===== src/hdl/fmt_pkg.sv =====
// ----------------------------------------------------------------------------
// fmt_pkg
// Shared sizes, codes and controller types of the A times A-transpose engine.
// ----------------------------------------------------------------------------
package fmt_pkg;

  localparam int MAX_ROWS = 64;
  localparam int MAX_COLS = 64;

  localparam int ADDR_W   = 12;
  localparam int DATA_W   = 32;
  localparam int KIND_W   = 2;
  localparam int DIM_REG_W = 7;

  localparam int A_DEPTH  = MAX_ROWS * MAX_COLS;
  localparam int C_DEPTH  = MAX_ROWS * MAX_ROWS;
  localparam int A_AW     = $clog2(A_DEPTH);
  localparam int C_AW     = $clog2(C_DEPTH);

  localparam int IDX_W    = $clog2(MAX_ROWS);
  localparam int K_W      = $clog2(MAX_COLS);
  localparam int ROWS_W   = $clog2(MAX_ROWS + 1);
  localparam int COLS_W   = $clog2(MAX_COLS + 1);

  localparam logic [DATA_W-1:0] QNAN = 32'h7FC0_0000;

  localparam logic [7:0] CFG_ROWS = 8'd0;
  localparam logic [7:0] CFG_COLS = 8'd1;

  typedef enum logic [KIND_W-1:0] {
    KIND_WR_A    = 2'd0,
    KIND_WR_C    = 2'd1,
    KIND_COMPUTE = 2'd2,
    KIND_RD_C    = 2'd3
  } kind_e;

  typedef enum logic [3:0] {
    ST_IDLE,
    ST_CRD,
    ST_CLD,
    ST_ARD,
    ST_MUL,
    ST_MRND,
    ST_ADD,
    ST_ARND,
    ST_CWR
  } state_e;

  typedef struct packed {
    logic c_rd;
    logic acc_ld_c;
    logic a_rd;
    logic acc_ld_sum;
    logic c_wr;
    logic k_clr;
    logic k_inc;
    logic ij_clr;
    logic ij_inc;
  } cmd_t;

  typedef struct packed {
    logic last_k;
    logic last_i;
    logic last_j;
  } stat_t;

endpackage


===== src/hdl/fmt_ctrl.sv =====
// ----------------------------------------------------------------------------
// fmt_ctrl
// Sequencer of the update: per C element one read, cols_n multiply-add
// rounds through ARD, MUL, MRND, ADD and ARND, one write back.
// ----------------------------------------------------------------------------
module fmt_ctrl import fmt_pkg::*; (
  input  logic  clk_i,
  input  logic  rst_ni,
  input  logic  start_i,
  input  stat_t stat_i,
  output cmd_t  cmd_o,
  output logic  busy_o
);

  state_e state_d, state_q;

  always_ff @(posedge clk_i or negedge rst_ni) begin
    if (!rst_ni) begin
      state_q <= ST_IDLE;
    end else begin
      state_q <= state_d;
    end
  end

  always_comb begin
    state_d = state_q;
    unique case (state_q)
      ST_IDLE: if (start_i) state_d = ST_CRD;
      ST_CRD:  state_d = ST_CLD;
      ST_CLD:  state_d = ST_ARD;
      ST_ARD:  state_d = ST_MUL;
      ST_MUL:  state_d = ST_MRND;
      ST_MRND: state_d = ST_ADD;
      ST_ADD:  state_d = ST_ARND;
      ST_ARND: state_d = stat_i.last_k ? ST_CWR : ST_ARD;
      ST_CWR:  state_d = (stat_i.last_i && stat_i.last_j) ? ST_IDLE : ST_CRD;
      default: state_d = ST_IDLE;
    endcase
  end

  always_comb begin
    cmd_o  = '0;
    busy_o = (state_q != ST_IDLE);
    unique case (state_q)
      ST_IDLE: cmd_o.ij_clr = start_i;
      ST_CRD: begin
        cmd_o.c_rd  = 1'b1;
        cmd_o.k_clr = 1'b1;
      end
      ST_CLD:  cmd_o.acc_ld_c = 1'b1;
      ST_ARD:  cmd_o.a_rd = 1'b1;
      ST_MUL, ST_MRND, ST_ADD: ;
      ST_ARND: begin
        cmd_o.acc_ld_sum = 1'b1;
        cmd_o.k_inc      = !stat_i.last_k;
      end
      ST_CWR: begin
        cmd_o.c_wr   = 1'b1;
        cmd_o.ij_inc = !(stat_i.last_i && stat_i.last_j);
      end
      default: cmd_o = '0;
    endcase
  end

endmodule


===== config.mk =====
export PLATFORM = sky130hd
export DESIGN_NAME = fmt_ctrl
export DESIGN_NICKNAME = d
export VERILOG_FILES = /design/src/hdl/fmt_pkg.sv /design/src/hdl/fmt_ctrl.sv
export SDC_FILE = /design/constraint.sdc
export NUM_CORES = 1
export LEC_CHECK = 0
export BUFFER_PORTS_ARGS = -buffer_cell sky130_fd_sc_hd__clkbuf_2
export CORE_AREA = 3 3 40 42
export CTS_BUF_LIST = sky130_fd_sc_hd__clkbuf_16
export DETAILED_ROUTE_END_ITERATION = 10
export DIE_AREA = 0 0 43 45
export MAX_ROUTING_LAYER = met4
export PLACE_DENSITY = 0.57
export SYNTH_ARGS = -nofsm -noshare
export SYNTH_HDL_FRONTEND = slang
export SYNTH_SLANG_ARGS = --single-unit

===== constraint.sdc =====
create_clock -name clk_i -period 1.3 [get_ports clk_i]
set_clock_uncertainty 0.15 [all_clocks]
set_input_delay 0.26 -clock clk_i [delete_from_list [all_inputs] [get_ports clk_i]]
set_output_delay 0.26 -clock clk_i [all_outputs]
set_load 0.01 [all_outputs]

==> report_table.html <==
<table>
<tr><th>Metric</th><th>Value</th></tr>
<tr><th colspan="2">Outcome</th></tr>
<tr><td>Result of the run</td><td>finished, violations left</td></tr>
<tr><td>Violated checks</td><td>negative setup slack</td></tr>
<tr><th colspan="2">Synthesis</th></tr>
<tr><td>Sequential area share after synthesis</td><td>34.5%</td></tr>
<tr><td>Distinct cell type count after synthesis</td><td>16</td></tr>
<tr><td>Mean post-synth cell area</td><td>9.36 um^2</td></tr>
<tr><td>Mapped Nets</td><td>37</td></tr>
<tr><td>Cell count after synthesis</td><td>31</td></tr>
<tr><td>Count of warnings emitted by yosys</td><td>0</td></tr>
<tr><td>Post-Syn Area</td><td>290 um^2</td></tr>
<tr><td>Synthesized flop and latch total</td><td>4</td></tr>
<tr><th colspan="2">Critical path</th></tr>
<tr><td>Crit path required time</td><td>0.89 ns</td></tr>
<tr><td>Reg-to-reg startpoint</td><td>state_q[2]$_DFFE_PN0P_</td></tr>
<tr><td>Nature of the critical path endpoint</td><td>primary output</td></tr>
<tr><td>FF-to-FF path depth</td><td>6</td></tr>
<tr><td>CP Cell Sequence</td><td>nor4b_4 &gt; a21boi_4 &gt; buf_6</td></tr>
<tr><td>Delay of the slowest critical-path stage</td><td>0.44 ns</td></tr>
<tr><td>Startpoint types</td><td>flip-flop</td></tr>
<tr><td>Reg2Reg Capture Point</td><td>state_q[0]$_DFFE_PN0P_</td></tr>
<tr><td>Data arrival time of the critical path</td><td>1.31 ns</td></tr>
<tr><td>Bufs and invs on worst path</td><td>1</td></tr>
<tr><td>Crit path max fanout</td><td>3</td></tr>
<tr><td>Slowest stage cell on the critical path</td><td>sky130_fd_sc_hd__dfrtp_2</td></tr>
<tr><td>CP Class</td><td>reg2out</td></tr>
<tr><td>Worst-case register-to-register setup slack</td><td>-0.24 ns</td></tr>
<tr><td>Cell family contributing the most delay on the critical path</td><td>flip-flops</td></tr>
<tr><th colspan="2">Routing</th></tr>
<tr><td>Total number of vias</td><td>379</td></tr>
<tr><td>Count of TritonRoute iterations in the first routing pass</td><td>4</td></tr>
<tr><td>Mean routed wirelength per cell</td><td>15.2 um</td></tr>
<tr><td>DR DRC count</td><td>0</td></tr>
<tr><td>Routed wire length</td><td>1220 um</td></tr>
<tr><td>Drt first-iter violations</td><td>4</td></tr>
<tr><td>Mean number of vias per cell</td><td>4.74</td></tr>
<tr><td>Number of nets still failing antenna checks after routing</td><td>0</td></tr>
<tr><th colspan="2">Global route</th></tr>
<tr><td>Vias in the first global route</td><td>414</td></tr>
<tr><td>Tot GR Track Use</td><td>13.9%</td></tr>
<tr><td>Largest net degree at the start of global routing</td><td>7</td></tr>
<tr><td>Overall overflow remaining after global route</td><td>0</td></tr>
<tr><td>Number of antenna violations at the first check in global routing</td><td>0</td></tr>
<tr><td>Wire length of the first global-routing pass</td><td>1880 um</td></tr>
<tr><th colspan="2">Layout</th></tr>
<tr><td>Most common cell after layout, fill and taps aside</td><td>sky130_fd_sc_hd__buf_6</td></tr>
<tr><td>Fraction of final layout cells with drive strength greater than 1</td><td>81.5%</td></tr>
<tr><td>Signed area change from the synthesized netlist to the final layout</td><td>156%</td></tr>
<tr><td>Largest register FFs</td><td>4</td></tr>
<tr><td>Number of antenna cells inserted</td><td>0</td></tr>
<tr><td>Largest registers</td><td>state_q (4)</td></tr>
<tr><td>Net count reported at finish</td><td>72</td></tr>
<tr><td>Largest reg by FF count</td><td>state_q</td></tr>
<tr><td>Commonest non-fill, non-tap cells in the layout</td><td>sky130_fd_sc_hd__buf_6 (14), sky130_fd_sc_hd__buf_2 (6), sky130_fd_sc_hd__buf_4 (6)</td></tr>
<tr><th colspan="2">Floorplan</th></tr>
<tr><td>Die height</td><td>45 um</td></tr>
<tr><td>Effective utilization at floorplan</td><td>22.6%</td></tr>
<tr><td>I/O pin count</td><td>16</td></tr>
<tr><td>Total Die Area</td><td>1940 um^2</td></tr>
<tr><td>Die W</td><td>43 um</td></tr>
<tr><td>Core Rows</td><td>13</td></tr>
<tr><td>Placeable core area</td><td>1280 um^2</td></tr>
<tr><th colspan="2">Placement</th></tr>
<tr><td>Port-buffer cells</td><td>15</td></tr>
<tr><td>Detailed Place HPWL</td><td>696 um</td></tr>
<tr><td>Routability congestion estimate from global placement</td><td>0.796</td></tr>
<tr><th colspan="2">Timing</th></tr>
<tr><td>Worst relative slew slack</td><td>85.2%</td></tr>
<tr><td>Hold_ws</td><td>0.186 ns</td></tr>
<tr><td>Pin slew with the least headroom to its limit</td><td>0.221 ns</td></tr>
<tr><td>Final Cycle Share</td><td>132%</td></tr>
<tr><td>Final setup violation count</td><td>12</td></tr>
<tr><td>Setup TNS</td><td>-3.57 ns</td></tr>
<tr><td>Setup repair after global routing missed its margin</td><td>yes</td></tr>
<tr><td>Final Hold Violating Endpoints</td><td>0</td></tr>
<tr><td>Highest clock rate</td><td>581 MHz</td></tr>
<tr><td>Worst setup slack after layout</td><td>-0.421 ns</td></tr>
<tr><td>Max Transition Viols Final</td><td>0</td></tr>
<tr><td>Shortest period the worst path allows</td><td>1.72 ns</td></tr>
<tr><th colspan="2">Clocking</th></tr>
<tr><td>Clock latency reported for the late side of the worst-skew pair</td><td>0.23 ns</td></tr>
<tr><td>Total number of H-tree levels</td><td>1</td></tr>
<tr><td>Clock Root Buffer</td><td>sky130_fd_sc_hd__clkbuf_16</td></tr>
<tr><td>Clock tree from TritonCTS</td><td>built</td></tr>
<tr><td>Maximum count of clock buffers along a single path</td><td>2</td></tr>
<tr><td>Clock transition at the registers of the reported paths</td><td>0.04 ns</td></tr>
<tr><td>Inserted Clock Buffers</td><td>3</td></tr>
<tr><td>Number of clock sinks seen by CTS</td><td>4</td></tr>
<tr><th colspan="2">Hold path</th></tr>
<tr><td>Min-Delay Endpoint</td><td>state_q[3]$_DFFE_PN0P_</td></tr>
<tr><td>Number of stages on the worst hold path</td><td>3</td></tr>
<tr><td>Startpoint of the lowest-slack hold path</td><td>stat_i[2]</td></tr>
<tr><td>Hold WC Path Type</td><td>in2reg</td></tr>
<tr><th colspan="2">Pwr</th></tr>
<tr><td>VDD IR max</td><td>1680 uV</td></tr>
<tr><td>Leakage</td><td>0.338 nW</td></tr>
<tr><td>Power Dens Cells</td><td>2820 nW/um^2</td></tr>
<tr><th colspan="2">Flow run</th></tr>
<tr><td>Max Cap Viol</td><td>0</td></tr>
</table>
==> kinds of logic after synthesis <==
kind of cell	Yosys count	synth area share, %
AOI/OAI and AO/OA	3	9.91
buffers and inverters	4	11.6
xor gates and xnor gates	1	3.02
and+or+nand+nor	19	41.0
DFF	4	34.5
==> tightest hold or removal path, stage by stage <==
cell	delay (ns)
sky130_fd_sc_hd__clkbuf_2	0.11
sky130_fd_sc_hd__inv_1	0.09
sky130_fd_sc_hd__nor3_1	0.06
==> synth_stat cells <==
| cell | number | area [um^2] |
|---|---|---|
| sky130_fd_sc_hd__and3_1 | 1 | 6.26 |
| sky130_fd_sc_hd__nand2b_1 | 1 | 6.26 |
| sky130_fd_sc_hd__nand2_1 | 2 | 7.51 |
| sky130_fd_sc_hd__a21oi_1 | 2 | 10.0 |
| sky130_fd_sc_hd__nor4b_1 | 2 | 17.5 |
| sky130_fd_sc_hd__xor2_1 | 1 | 8.76 |
| sky130_fd_sc_hd__buf_4 | 1 | 7.51 |
| sky130_fd_sc_hd__a21boi_4 | 1 | 18.8 |
| sky130_fd_sc_hd__nor3_1 | 5 | 25.0 |
| sky130_fd_sc_hd__or2b_1 | 1 | 7.51 |
| sky130_fd_sc_hd__buf_6 | 2 | 22.5 |
| sky130_fd_sc_hd__inv_1 | 1 | 3.75 |
| sky130_fd_sc_hd__nor2_1 | 5 | 18.8 |
| sky130_fd_sc_hd__nor4b_4 | 1 | 23.8 |
| sky130_fd_sc_hd__dfrtp_1 | 4 | 100 |
| sky130_fd_sc_hd__or3_1 | 1 | 6.26 |
==> worst max path at each step <==
stage,end,cells past startpoint,from
floorplan,cmd_o[0],2,state_q[1]$_DFFE_PN0P_
global placement,cmd_o[0],3,state_q[0]$_DFFE_PN0P_
detailed placement,cmd_o[0],3,state_q[3]$_DFFE_PN0P_
CTS,cmd_o[0],3,state_q[0]$_DFFE_PN0P_
global route,cmd_o[0],3,state_q[2]$_DFFE_PN0P_
finish,cmd_o[0],3,state_q[1]$_DFFE_PN0P_
==> cell type report <==
class	count	area, um^2
Multi-Input combinational cell	23	248
Tap cell	15	18.8
Inverter	1	3.75
Fill cell	107	543
Clock buffer	3	75.1
Timing Repair Buffer	33	288
Sequential cell	4	105
Clock inverter	1	3.75
==> repair_timing <==
| item | in CTS | in global routing |
|---|---|---|
| resized for setup | 15 | 26 |
| buffers inserted | 4 | 2 |
| endpoints found under the hold margin | 4 | 0 |
| setup endpoints to repair | 13 | 12 |
| pin swaps | 1 | 8 |
| hold buffers | 1 | 0 |
==> layer usage <==
layer  GRT usage (%)  wire (um)
met1            13.8        432
met2            24.0        702
met3            2.79         41
met4            10.8         42
met5               -          0
==> through the flow <==
stage	instance area (um^2)	worst slack (ns)	utilization, %	cells	power [mW]
6_report	742	-0.421	57.7	80	2.09
5_1_grt	742	-0.449	57.7	80	2.21
4_1_cts	647	-0.439	50.3	78	1.79
3_5_place_dp	477	-0.217	37.1	69	1.06
3_3_place_gp	477	-0.231	37.1	69	1.06
2_1_floorplan	318	-0.154	-	31	0.694
==> power by group <==
| part | internal, mW | switching [mW] |
|---|---|---|
| sequential | 0.195 | 0.109 |
| clock | 0.399 | 0.106 |
| combinational | 0.727 | 0.553 |
Note: power is estimated with default switching activity, not from simulation.
